[src/rtl/scs_pkg.sv]
// ----------------------------------------------------------------------------
// scs_pkg
// Shared constants, types and codes of the shortest common supersequence unit.
// ----------------------------------------------------------------------------
`timescale 1ns / 1ps
`default_nettype none

package scs_pkg;

  localparam int MAX_LEN = 32;
  localparam int SYM_W   = 8;
  localparam int MODE_W  = 2;
  localparam int TAG_W   = 2;
  localparam int IDX_W   = $clog2(MAX_LEN);
  localparam int LEN_W   = $clog2(MAX_LEN + 1);
  localparam int VAL_W   = $clog2(MAX_LEN + 1);
  localparam int CNT_W   = $clog2(2 * MAX_LEN + 1);
  localparam int BUF_AW  = $clog2(2 * MAX_LEN);

  localparam logic [MODE_W-1:0] MODE_LOAD_A  = 2'd0;
  localparam logic [MODE_W-1:0] MODE_LOAD_B  = 2'd1;
  localparam logic [MODE_W-1:0] MODE_COMPUTE = 2'd2;

  localparam logic [TAG_W-1:0] TAG_COMMON = 2'd0;
  localparam logic [TAG_W-1:0] TAG_FIRST  = 2'd1;
  localparam logic [TAG_W-1:0] TAG_SECOND = 2'd2;

  typedef enum logic [2:0] {
    S_IDLE,
    S_FILL,
    S_TRACE,
    S_READ,
    S_SHOW
  } state_t;

  typedef struct packed {
    logic             vld;
    logic [IDX_W-1:0] row;
    logic [SYM_W-1:0] sym;
    logic [VAL_W-1:0] val;
  } link_t;

  typedef struct packed {
    logic             clear;
    logic             load_en;
    logic [IDX_W-1:0] load_idx;
    logic [SYM_W-1:0] load_sym;
    logic [IDX_W-1:0] rd_row;
  } cell_ctrl_t;

  typedef struct packed {
    logic [TAG_W-1:0] tag;
    logic [SYM_W-1:0] sym;
  } buf_entry_t;

endpackage

`default_nettype wire

[src/rtl/scs_in_if.sv]
// ----------------------------------------------------------------------------
// scs_in_if
// Input channel: mode and symbol with valid/ready handshake.
// ----------------------------------------------------------------------------
`timescale 1ns / 1ps
`default_nettype none

interface scs_in_if;
  logic                             valid;
  logic                             ready;
  logic [scs_pkg::MODE_W-1:0]       mode;
  logic [scs_pkg::SYM_W-1:0]        symbol;

  modport source (output valid, output mode, output symbol, input ready);
  modport sink   (input valid, input mode, input symbol, output ready);
endinterface

`default_nettype wire

[src/rtl/scs_out_if.sv]
// ----------------------------------------------------------------------------
// scs_out_if
// Result channel: supersequence symbol, origin tag and last flag.
// ----------------------------------------------------------------------------
`timescale 1ns / 1ps
`default_nettype none

interface scs_out_if;
  logic                             valid;
  logic                             ready;
  logic [scs_pkg::SYM_W-1:0]        out_symbol;
  logic [scs_pkg::TAG_W-1:0]        origin_tag;
  logic                             last;

  modport source (output valid, output out_symbol, output origin_tag, output last,
                  input ready);
  modport sink   (input valid, input out_symbol, input origin_tag, input last,
                  output ready);
endinterface

`default_nettype wire

[src/rtl/scs_cell.sv]
// ----------------------------------------------------------------------------
// scs_cell
// One column of the LCS wavefront: holds a second-string symbol, computes
// its table cell per row and keeps the up-greater-than-left decision bits.
// ----------------------------------------------------------------------------
`timescale 1ns / 1ps
`default_nettype none

module scs_cell (
  input  wire logic                        clk,
  input  wire logic                        rst_n,
  input  wire logic [scs_pkg::IDX_W-1:0]   col_idx,
  input  wire scs_pkg::cell_ctrl_t         ctrl,
  input  wire scs_pkg::link_t              link_in,
  output scs_pkg::link_t                   link_out,
  output logic [scs_pkg::SYM_W-1:0]        b_sym,
  output logic                             dir_bit
);

  scs_pkg::link_t                  link_r;
  logic [scs_pkg::SYM_W-1:0]       b_r;
  logic [scs_pkg::VAL_W-1:0]       up_r;
  logic [scs_pkg::VAL_W-1:0]       dg_r;
  logic [scs_pkg::MAX_LEN-1:0]     dir_r;
  logic [scs_pkg::VAL_W-1:0]       val_nxt;
  logic                            up_gt;

  always_comb begin
    up_gt = (up_r > link_in.val);
    if (link_in.sym == b_r) begin
      val_nxt = dg_r + scs_pkg::VAL_W'(1);
    end else begin
      val_nxt = up_gt ? up_r : link_in.val;
    end
  end

  always_ff @(posedge clk) begin
    if (!rst_n) begin
      link_r.vld <= 1'b0;
    end else if (ctrl.clear) begin
      link_r.vld <= 1'b0;
    end else begin
      link_r.vld <= link_in.vld;
    end
  end

  always_ff @(posedge clk) begin
    if (link_in.vld) begin
      link_r.row <= link_in.row;
      link_r.sym <= link_in.sym;
      link_r.val <= val_nxt;
      dir_r[link_in.row] <= up_gt;
    end
    if (ctrl.clear) begin
      up_r <= '0;
      dg_r <= '0;
    end else if (link_in.vld) begin
      up_r <= val_nxt;
      dg_r <= link_in.val;
    end
    if (ctrl.load_en && ctrl.load_idx == col_idx) begin
      b_r <= ctrl.load_sym;
    end
  end

  assign link_out = link_r;
  assign b_sym    = b_r;
  assign dir_bit  = dir_r[ctrl.rd_row];

endmodule

`default_nettype wire

[src/rtl/scs_rev_buf.sv]
// ----------------------------------------------------------------------------
// scs_rev_buf
// Traceback buffer: one write port, one registered read port.
// ----------------------------------------------------------------------------
`timescale 1ns / 1ps
`default_nettype none

module scs_rev_buf (
  input  wire logic                         clk,
  input  wire logic                         we,
  input  wire logic [scs_pkg::BUF_AW-1:0]   waddr,
  input  wire scs_pkg::buf_entry_t          wdata,
  input  wire logic                         re,
  input  wire logic [scs_pkg::BUF_AW-1:0]   raddr,
  output scs_pkg::buf_entry_t               rdata
);

  scs_pkg::buf_entry_t mem [0:2*scs_pkg::MAX_LEN-1];
  scs_pkg::buf_entry_t rdata_r;

  always_ff @(posedge clk) begin
    if (we) begin
      mem[waddr] <= wdata;
    end
  end

  always_ff @(posedge clk) begin
    if (re) begin
      rdata_r <= mem[raddr];
    end
  end

  assign rdata = rdata_r;

endmodule

`default_nettype wire

[src/rtl/shortest_common_supersequence_unit.sv]
// ----------------------------------------------------------------------------
// shortest_common_supersequence_unit
// Loads two byte strings and emits their shortest common supersequence.
// ----------------------------------------------------------------------------
// A compute item sweeps the LCS table through the row of 32 column cells
// (one row enters per cycle and moves one cell a cycle), then traces back
// one supersequence symbol per step into the traceback buffer, and then
// passes each result item through the registered read of the traceback
// buffer, waiting while the receiver holds off. No item is taken after the
// compute item until its last result is delivered.
// ----------------------------------------------------------------------------
`timescale 1ns / 1ps
`default_nettype none

module shortest_common_supersequence_unit (
  input  wire logic   clk,
  input  wire logic   rst_n,
  scs_in_if.sink      in_ch,
  scs_out_if.source   out_ch
);

  localparam int N = scs_pkg::MAX_LEN;

  scs_pkg::state_t                 state_r, state_nxt;
  logic [scs_pkg::LEN_W-1:0]       a_len_r, b_len_r;
  logic [scs_pkg::SYM_W-1:0]       a_str_r [0:N-1];
  logic [scs_pkg::LEN_W:0]         feed_cnt_r;
  logic [scs_pkg::LEN_W-1:0]       i_r, j_r;
  logic [scs_pkg::CNT_W-1:0]       k_r;
  logic [scs_pkg::BUF_AW-1:0]      p_r;

  scs_pkg::cell_ctrl_t             ctrl;
  scs_pkg::link_t                  links [0:N];
  logic [scs_pkg::SYM_W-1:0]       b_syms [0:N-1];
  logic [N-1:0]                    dirs;

  logic                            in_acc, out_acc;
  logic [scs_pkg::IDX_W-1:0]       a_addr, i_m1, j_m1;
  logic [scs_pkg::SYM_W-1:0]       a_sym, b_sym;
  logic                            fill_done, feeding;
  logic                            buf_we, buf_re, clear_len;
  scs_pkg::buf_entry_t             buf_wdata, buf_rdata;
  logic [scs_pkg::TAG_W-1:0]       tr_tag;
  logic                            tr_dec_i, tr_dec_j;

  assign in_acc  = in_ch.valid && in_ch.ready;
  assign out_acc = out_ch.valid && out_ch.ready;

  assign i_m1   = scs_pkg::IDX_W'(i_r - scs_pkg::LEN_W'(1));
  assign j_m1   = scs_pkg::IDX_W'(j_r - scs_pkg::LEN_W'(1));
  assign a_addr = (state_r == scs_pkg::S_FILL) ? feed_cnt_r[scs_pkg::IDX_W-1:0] : i_m1;
  assign a_sym  = a_str_r[a_addr];
  assign b_sym  = b_syms[j_m1];

  assign feeding   = (state_r == scs_pkg::S_FILL) && (feed_cnt_r < {1'b0, a_len_r});
  assign fill_done = (feed_cnt_r == ({1'b0, a_len_r} + (scs_pkg::LEN_W+1)'(N - 1)));

  // wavefront feed into the first cell
  assign links[0] = {feeding, feed_cnt_r[scs_pkg::IDX_W-1:0], a_sym, scs_pkg::VAL_W'(0)};

  always_comb begin
    ctrl.clear    = in_acc && (in_ch.mode == scs_pkg::MODE_COMPUTE);
    ctrl.load_en  = in_acc && (in_ch.mode == scs_pkg::MODE_LOAD_B) &&
                    (b_len_r < scs_pkg::LEN_W'(N));
    ctrl.load_idx = b_len_r[scs_pkg::IDX_W-1:0];
    ctrl.load_sym = in_ch.symbol;
    ctrl.rd_row   = i_m1;
  end

  for (genvar c = 0; c < N; c++) begin : g_cell
    scs_cell u_cell (
      .clk      (clk),
      .rst_n    (rst_n),
      .col_idx  (scs_pkg::IDX_W'(c)),
      .ctrl     (ctrl),
      .link_in  (links[c]),
      .link_out (links[c+1]),
      .b_sym    (b_syms[c]),
      .dir_bit  (dirs[c])
    );
  end

  // traceback decision
  always_comb begin
    tr_tag   = scs_pkg::TAG_SECOND;
    tr_dec_i = 1'b0;
    tr_dec_j = 1'b0;
    priority if (i_r != '0 && j_r != '0 && a_sym == b_sym) begin
      tr_tag   = scs_pkg::TAG_COMMON;
      tr_dec_i = 1'b1;
      tr_dec_j = 1'b1;
    end else if (i_r != '0 && (j_r == '0 || dirs[j_m1])) begin
      tr_tag   = scs_pkg::TAG_FIRST;
      tr_dec_i = 1'b1;
    end else if (j_r != '0) begin
      tr_tag   = scs_pkg::TAG_SECOND;
      tr_dec_j = 1'b1;
    end
  end

  assign buf_wdata.tag = tr_tag;
  assign buf_wdata.sym = (tr_tag == scs_pkg::TAG_SECOND) ? b_sym : a_sym;

  scs_rev_buf u_rev_buf (
    .clk   (clk),
    .we    (buf_we),
    .waddr (k_r[scs_pkg::BUF_AW-1:0]),
    .wdata (buf_wdata),
    .re    (buf_re),
    .raddr (p_r),
    .rdata (buf_rdata)
  );

  // next state
  always_comb begin
    state_nxt = state_r;
    unique case (state_r)
      scs_pkg::S_IDLE: begin
        if (in_acc && in_ch.mode == scs_pkg::MODE_COMPUTE) begin
          state_nxt = scs_pkg::S_FILL;
        end
      end
      scs_pkg::S_FILL: begin
        if (fill_done) begin
          state_nxt = scs_pkg::S_TRACE;
        end
      end
      scs_pkg::S_TRACE: begin
        if (i_r == '0 && j_r == '0) begin
          state_nxt = (k_r == '0) ? scs_pkg::S_IDLE : scs_pkg::S_READ;
        end
      end
      scs_pkg::S_READ: state_nxt = scs_pkg::S_SHOW;
      scs_pkg::S_SHOW: begin
        if (out_acc) begin
          state_nxt = (p_r == '0) ? scs_pkg::S_IDLE : scs_pkg::S_READ;
        end
      end
      default: state_nxt = scs_pkg::S_IDLE;
    endcase
  end

  // outputs
  always_comb begin
    in_ch.ready  = (state_r == scs_pkg::S_IDLE);
    out_ch.valid = (state_r == scs_pkg::S_SHOW);
    buf_re       = (state_r == scs_pkg::S_READ);
    buf_we       = (state_r == scs_pkg::S_TRACE) && (i_r != '0 || j_r != '0);
    clear_len    = ((state_r == scs_pkg::S_TRACE) && i_r == '0 && j_r == '0 && k_r == '0) ||
                   ((state_r == scs_pkg::S_SHOW) && out_acc && p_r == '0);
  end

  assign out_ch.out_symbol = buf_rdata.sym;
  assign out_ch.origin_tag = buf_rdata.tag;
  assign out_ch.last       = (p_r == '0);

  always_ff @(posedge clk) begin
    if (!rst_n) begin
      state_r <= scs_pkg::S_IDLE;
      a_len_r <= '0;
      b_len_r <= '0;
    end else begin
      state_r <= state_nxt;
      if (clear_len) begin
        a_len_r <= '0;
        b_len_r <= '0;
      end else if (in_acc && in_ch.mode == scs_pkg::MODE_LOAD_A &&
                   a_len_r < scs_pkg::LEN_W'(N)) begin
        a_len_r <= a_len_r + scs_pkg::LEN_W'(1);
      end else if (ctrl.load_en) begin
        b_len_r <= b_len_r + scs_pkg::LEN_W'(1);
      end
    end
  end

  always_ff @(posedge clk) begin
    if (in_acc && in_ch.mode == scs_pkg::MODE_LOAD_A && a_len_r < scs_pkg::LEN_W'(N)) begin
      a_str_r[a_len_r[scs_pkg::IDX_W-1:0]] <= in_ch.symbol;
    end
    if (ctrl.clear) begin
      feed_cnt_r <= '0;
      i_r        <= a_len_r;
      j_r        <= b_len_r;
      k_r        <= '0;
    end else if (state_r == scs_pkg::S_FILL) begin
      feed_cnt_r <= feed_cnt_r + (scs_pkg::LEN_W+1)'(1);
    end else if (buf_we) begin
      k_r <= k_r + scs_pkg::CNT_W'(1);
      if (tr_dec_i) begin
        i_r <= i_r - scs_pkg::LEN_W'(1);
      end
      if (tr_dec_j) begin
        j_r <= j_r - scs_pkg::LEN_W'(1);
      end
    end
    if (state_r == scs_pkg::S_TRACE && state_nxt == scs_pkg::S_READ) begin
      p_r <= scs_pkg::BUF_AW'(k_r - scs_pkg::CNT_W'(1));
    end else if (state_r == scs_pkg::S_SHOW && out_acc && p_r != '0) begin
      p_r <= p_r - scs_pkg::BUF_AW'(1);
    end
  end

`ifndef SYNTHESIS
  a_no_overlap: assert property (@(posedge clk) disable iff (!rst_n)
    in_ch.ready |-> !out_ch.valid)
    else $error("input taken while a result is pending");

  a_len_cleared: assert property (@(posedge clk) disable iff (!rst_n)
    (out_acc && out_ch.last) |=> (a_len_r == '0 && b_len_r == '0))
    else $error("lengths not cleared after final item");

  a_trace_count: assert property (@(posedge clk) disable iff (!rst_n)
    (state_r == scs_pkg::S_TRACE) |->
      (scs_pkg::CNT_W'(k_r) + scs_pkg::CNT_W'(i_r) + scs_pkg::CNT_W'(j_r) <=
       scs_pkg::CNT_W'(a_len_r) + scs_pkg::CNT_W'(b_len_r)))
    else $error("traceback count out of step with indices");
`endif

endmodule

`default_nettype wire

[src/flat_wrapper.sv]
// flat-port wrapper written by rule: the top's interface ports become plain ports
module shortest_common_supersequence_unit_flat 
  (clk, rst_n, in_ch_valid, in_ch_mode, in_ch_symbol, in_ch_ready, out_ch_valid, out_ch_out_symbol, out_ch_origin_tag, out_ch_last, out_ch_ready);
  scs_in_if in_ch_i ();
  scs_out_if out_ch_i ();
  input  wire logic clk;
  input  wire logic rst_n;
  input wire logic [$bits(in_ch_i.valid)-1:0] in_ch_valid;
  input wire logic [$bits(in_ch_i.mode)-1:0] in_ch_mode;
  input wire logic [$bits(in_ch_i.symbol)-1:0] in_ch_symbol;
  output wire logic [$bits(in_ch_i.ready)-1:0] in_ch_ready;
  output wire logic [$bits(out_ch_i.valid)-1:0] out_ch_valid;
  output wire logic [$bits(out_ch_i.out_symbol)-1:0] out_ch_out_symbol;
  output wire logic [$bits(out_ch_i.origin_tag)-1:0] out_ch_origin_tag;
  output wire logic [$bits(out_ch_i.last)-1:0] out_ch_last;
  input wire logic [$bits(out_ch_i.ready)-1:0] out_ch_ready;
  assign in_ch_i.valid = in_ch_valid;
  assign in_ch_i.mode = in_ch_mode;
  assign in_ch_i.symbol = in_ch_symbol;
  assign in_ch_ready = in_ch_i.ready;
  assign out_ch_valid = out_ch_i.valid;
  assign out_ch_out_symbol = out_ch_i.out_symbol;
  assign out_ch_origin_tag = out_ch_i.origin_tag;
  assign out_ch_last = out_ch_i.last;
  assign out_ch_i.ready = out_ch_ready;
  shortest_common_supersequence_unit u_core (.clk(clk), .rst_n(rst_n), .in_ch(in_ch_i), .out_ch(out_ch_i));
endmodule
[config.mk]
export PLATFORM = sky130hd
export DESIGN_NAME = shortest_common_supersequence_unit_flat
export DESIGN_NICKNAME = d
export VERILOG_FILES = /design/src/rtl/scs_pkg.sv /design/src/rtl/scs_in_if.sv /design/src/rtl/scs_out_if.sv /design/src/rtl/scs_cell.sv /design/src/rtl/scs_rev_buf.sv /design/src/rtl/shortest_common_supersequence_unit.sv /design/src/flat_wrapper.sv
export SDC_FILE = /design/constraint.sdc
export NUM_CORES = 2
export LEC_CHECK = 0
export BUFFER_PORTS_ARGS = -buffer_cell sky130_fd_sc_hd__buf_2
export CAP_MARGIN = 5
export CORE_UTILIZATION = 30
export DETAILED_ROUTE_END_ITERATION = 6
export PLACE_DENSITY_LB_ADDON = 0.1
export SYNTH_ARGS = -nofsm -noshare
export SYNTH_HDL_FRONTEND = slang
export SYNTH_SLANG_ARGS = --single-unit
[constraint.sdc]
create_clock -name clk -period 9.8 [get_ports clk]
set_input_delay 2.94 -clock clk [delete_from_list [all_inputs] [get_ports clk]]
set_output_delay 2.94 -clock clk [all_outputs]
set_load 0.01 [all_outputs]
==> impl_metrics.yaml <==
status:
  status: "complete, no violations"
timing:
  worst_pin_slew_ns: 1.39
  fmax_mhz: 122
  slew_viol_final: 0
  fin_skew_ns: 0.0824
  timing_hold_violations_final: 0
  finalCriticalPeriod_ns: 8.23
  rsz0062_at_grt: "no"
  relSlewSlack: 0.0661
  fin_tns_setup_ns: 0
  setup_viol: 0
  period_share: 0.839
clock_tree:
  postCtsHoldBufs: 0
  postCtsSetupBuffers: 0
  cts_buffers: 382
  clock_latency_ns: 0.98
  max-clock-path-buffers: 4
  cts_tree: "yes"
  cts_max_level: 5
  cts_sinks: 3231
  cts-root-buf: "clkbuf_16"
  clk_pin_slew_ns: 0.06
  ctsResizeCount: 0
worst_setup_path:
  worstSetupPathType: "flip-flop to flip-flop"
  path_cells: "clkinv_1 -> buf_4 -> ha_4 -> nor3b_1 -> xor2_4 -> buf_4 -> nand2_1 -> a21oi_1 -> nor4_1 -> buf_4 -> o32ai_1 -> nor4_1 -> o311a_1 -> or3_1 -> mux2i_4 -> buf_4"
  start_kind: "flip-flop"
  slowest_stage: "nor4_1"
  cpMostUsedCell: "buf_4"
  r2r_end: "u_core.u_rev_buf.mem[20][6]"
  r2r_slack_ns: 1.57
  required_ns: 10.45
  crit_arrival_ns: 8.88
  crit_fanout: 65
  critPathCaptureType: "flip-flop"
  critPathTopFamily: "simple AND/OR/NAND/NOR gates"
  rr_worst_depth: 16
  r2r-start: "u_core.i_r[0]"
  path_buf_inv: 5
  critPathMaxStageDelay_ns: 0.88
routing:
  wl_mm: 391
  drtIter0Drc: 6595
  ant_nets: 0
  firstDrtPassIters: 5
  viasPerCell: 4.91
  num_vias: 78374
  route.detailed.drc: 0
  post_drt_wl_per_cell_um: 24.5
power_and_ir_drop:
  cellPowerDensity_mw_per_mm2: 189
  p_leak_nw: 52.1
  ir_drop_uv: 164
  fin_total_pwr_mw: 30.1
worst_hold_path:
  hold-path-cell-count: 0
  hp-start: "u_core.g_cell[29].u_cell.link_out[13]"
  min_path_type: "flip-flop to flip-flop"
  hold_end: "u_core.g_cell[30].u_cell.link_out[13]"
global_routing:
  antenna_found_initial: 41
  grt_pass1_vias: 80903
  overflow: 0
  grt_max_degree: 150
  grt_pass1_wl_mm: 568
  track_usage: 0.165
place:
  placed_area_mm2: 0.147
  portBuffers: 26
  gp_congestion: 0.782
  dp.cells: 15247
  post-dp-hpwl_mm: 252
die:
  core_mm2: 0.460
  io_pins: 27
  die_w_um: 682
  start_util: 0.302
  die_area_mm2: 0.465
  fp.dieH_um: 682
  rows: 249
logic_synthesis:
  yosysSeqAreaShare: 0.667
  synthCells: 9274
  synth.avg_cell_area_um2: 15.0
  synth-main-ff-cell: "edfxtp_1"
  synth_edf_count: 2793
  yosys_warnings: 0
  ys_seq_elements: 3231
  syn_nets: 9530
  syn_area_mm2: 0.139
  synth.distinct_cells: 80
  async_flop_share: 0
finish:
  stdcell_count: 15963
  fillers: 44191
  stdcell_area_mm2: 0.159
  layout.nets: 9738
  area_delta_synth_final_pct: 14.9
  drive_gt1_frac: 0.160
job:
  maxCapViolations: 0
how the worst max path moves through the flow:
| stage | from | to | slack (ns) | depth (start not counted) |
|---|---|---|---|---|
| global route | u_core.i_r[0] | u_core.u_rev_buf.mem[44][6] | 1.52 | 16 |
| CTS | u_core.i_r[0] | u_core.u_rev_buf.mem[38][2] | 1.60 | 16 |
| finish | u_core.i_r[0] | u_core.u_rev_buf.mem[20][6] | 1.57 | 16 |
| global placement | u_core.i_r[0] | u_core.u_rev_buf.mem[44][6] | 1.30 | 14 |
| detailed placement | u_core.i_r[0] | u_core.u_rev_buf.mem[43][6] | 1.60 | 16 |
| floorplan | u_core.i_r[0] | u_core.u_rev_buf.mem[0][1] | 2.44 | 19 |
power breakdown:
part	total, mW	internal [mW]	switching (mW)
clock	14.0	8.13	5.88
sequential	15.1	15.0	0.0447
combinational	1.04	0.299	0.737
total	30.1	23.4	6.66
cell type report:
class                      instances  area, um^2  share of cell area
sequential                      3231       92700               0.581
multi-input combinational       5405       44300               0.277
clock buffer                     491       10300              0.0644
tap                             6149        7690              0.0482
clock inverter                   212        2000              0.0125
timing repair buffer             208        1600              0.0100
inverter                         254         955             0.00599
antenna                           13        32.5            0.000204
layout by cell type (no fill, tap or decap), types with 173 or more instances in the layout:
master	count
clkbuf_16	386
dfxtp_1	408
buf_4	173
nand2_1	322
edfxtp_1	2793
a21oi_1	190
nor2_1	1732
nand3_1	177
inv_1	251
ha_1	240
xor2_1	295
mux4_2	560
mux2i_1	708
state kept, by name (all words and copies together) (netlist names), 7 cells and up:
signal	cells
u_core.feed_cnt_r	7
u_core.u_rev_buf.rdata	10
u_core.g_cell.u_cell.up_r	192
u_core.g_cell.u_cell.dir_r	1024
u_core.g_cell.u_cell.b_sym	256
u_core.g_cell.u_cell.link_out	620
u_core.k_r	7
u_core.a_str_r	256
u_core.g_cell.u_cell.dg_r	186
u_core.u_rev_buf.mem	640
cells in the mapped netlist (8+ instances only):
cell type,count,area [um^2]
a31oi_1,30,188
a221oi_1,35,307
o21a_1,98,736
nand2_1,323,1210
and4_1,30,263
or3b_2,91,797
nor3_1,24,120
a32oi_1,39,342
nand3b_1,161,1210
o22ai_1,15,93.8
ha_1,242,3030
mux2i_1,716,7170
edfxtp_1,2793,83900
xor2_1,299,2620
nand4_1,24,150
a22o_1,18,158
and3_1,57,357
nor2b_1,49,307
nor4_1,75,469
buf_1,57,214
a22oi_1,40,300
a211oi_1,13,97.6
mux4_2,560,12600
nand2b_1,8,50.1
nor3b_1,10,75.1
o21ai_0,53,265
mux2_2,8,90.1
dfxtp_1,438,8770
nor2_1,1766,6630
inv_1,252,946
or3_1,41,257
buf_2,56,280
nand3_1,177,886
a21oi_1,196,981
clkbuf_1,256,961
xnor2_1,129,1130
per-layer routing:
layer  vias up  track usage  routed length (um)  share of wire
li1      35467            -                   -              -
met1     40532        0.227              177000           0.45
met2      1815        0.266              181000           0.46
met3       552       0.0309               21300          0.055
met4         8       0.0469               11400          0.029
met5         -            0                  42        0.00011
stage by stage:
step | hold WS [ns] | utilization | setup WS [ns]
floorplan | 0.432 | - | 2.44
global placement | 0.448 | 0.320 | 1.30
detailed placement | 0.449 | 0.320 | 1.60
CTS | 0.439 | 0.347 | 1.60
global route | 0.459 | 0.347 | 1.52
finish | 0.456 | 0.347 | 1.57
cells by family (layout without fill, tap and decap cells):
| kind of cell | Yosys count | count (layout) | synth area share |
|---|---|---|---|
| flops | 3231 | 3231 | 0.667 |
| simple gates | 2867 | 2867 | 0.0941 |
| mux | 1284 | 1284 | 0.143 |
| buf+inv | 638 | 1165 | 0.0185 |
| compound gates | 584 | 584 | 0.0280 |
| xor+xnor | 428 | 428 | 0.0270 |
| fa+ha+maj | 242 | 242 | 0.0218 |
| other cells | 0 | 13 | 0 |
Note: power is estimated with default switching activity, not from simulation.
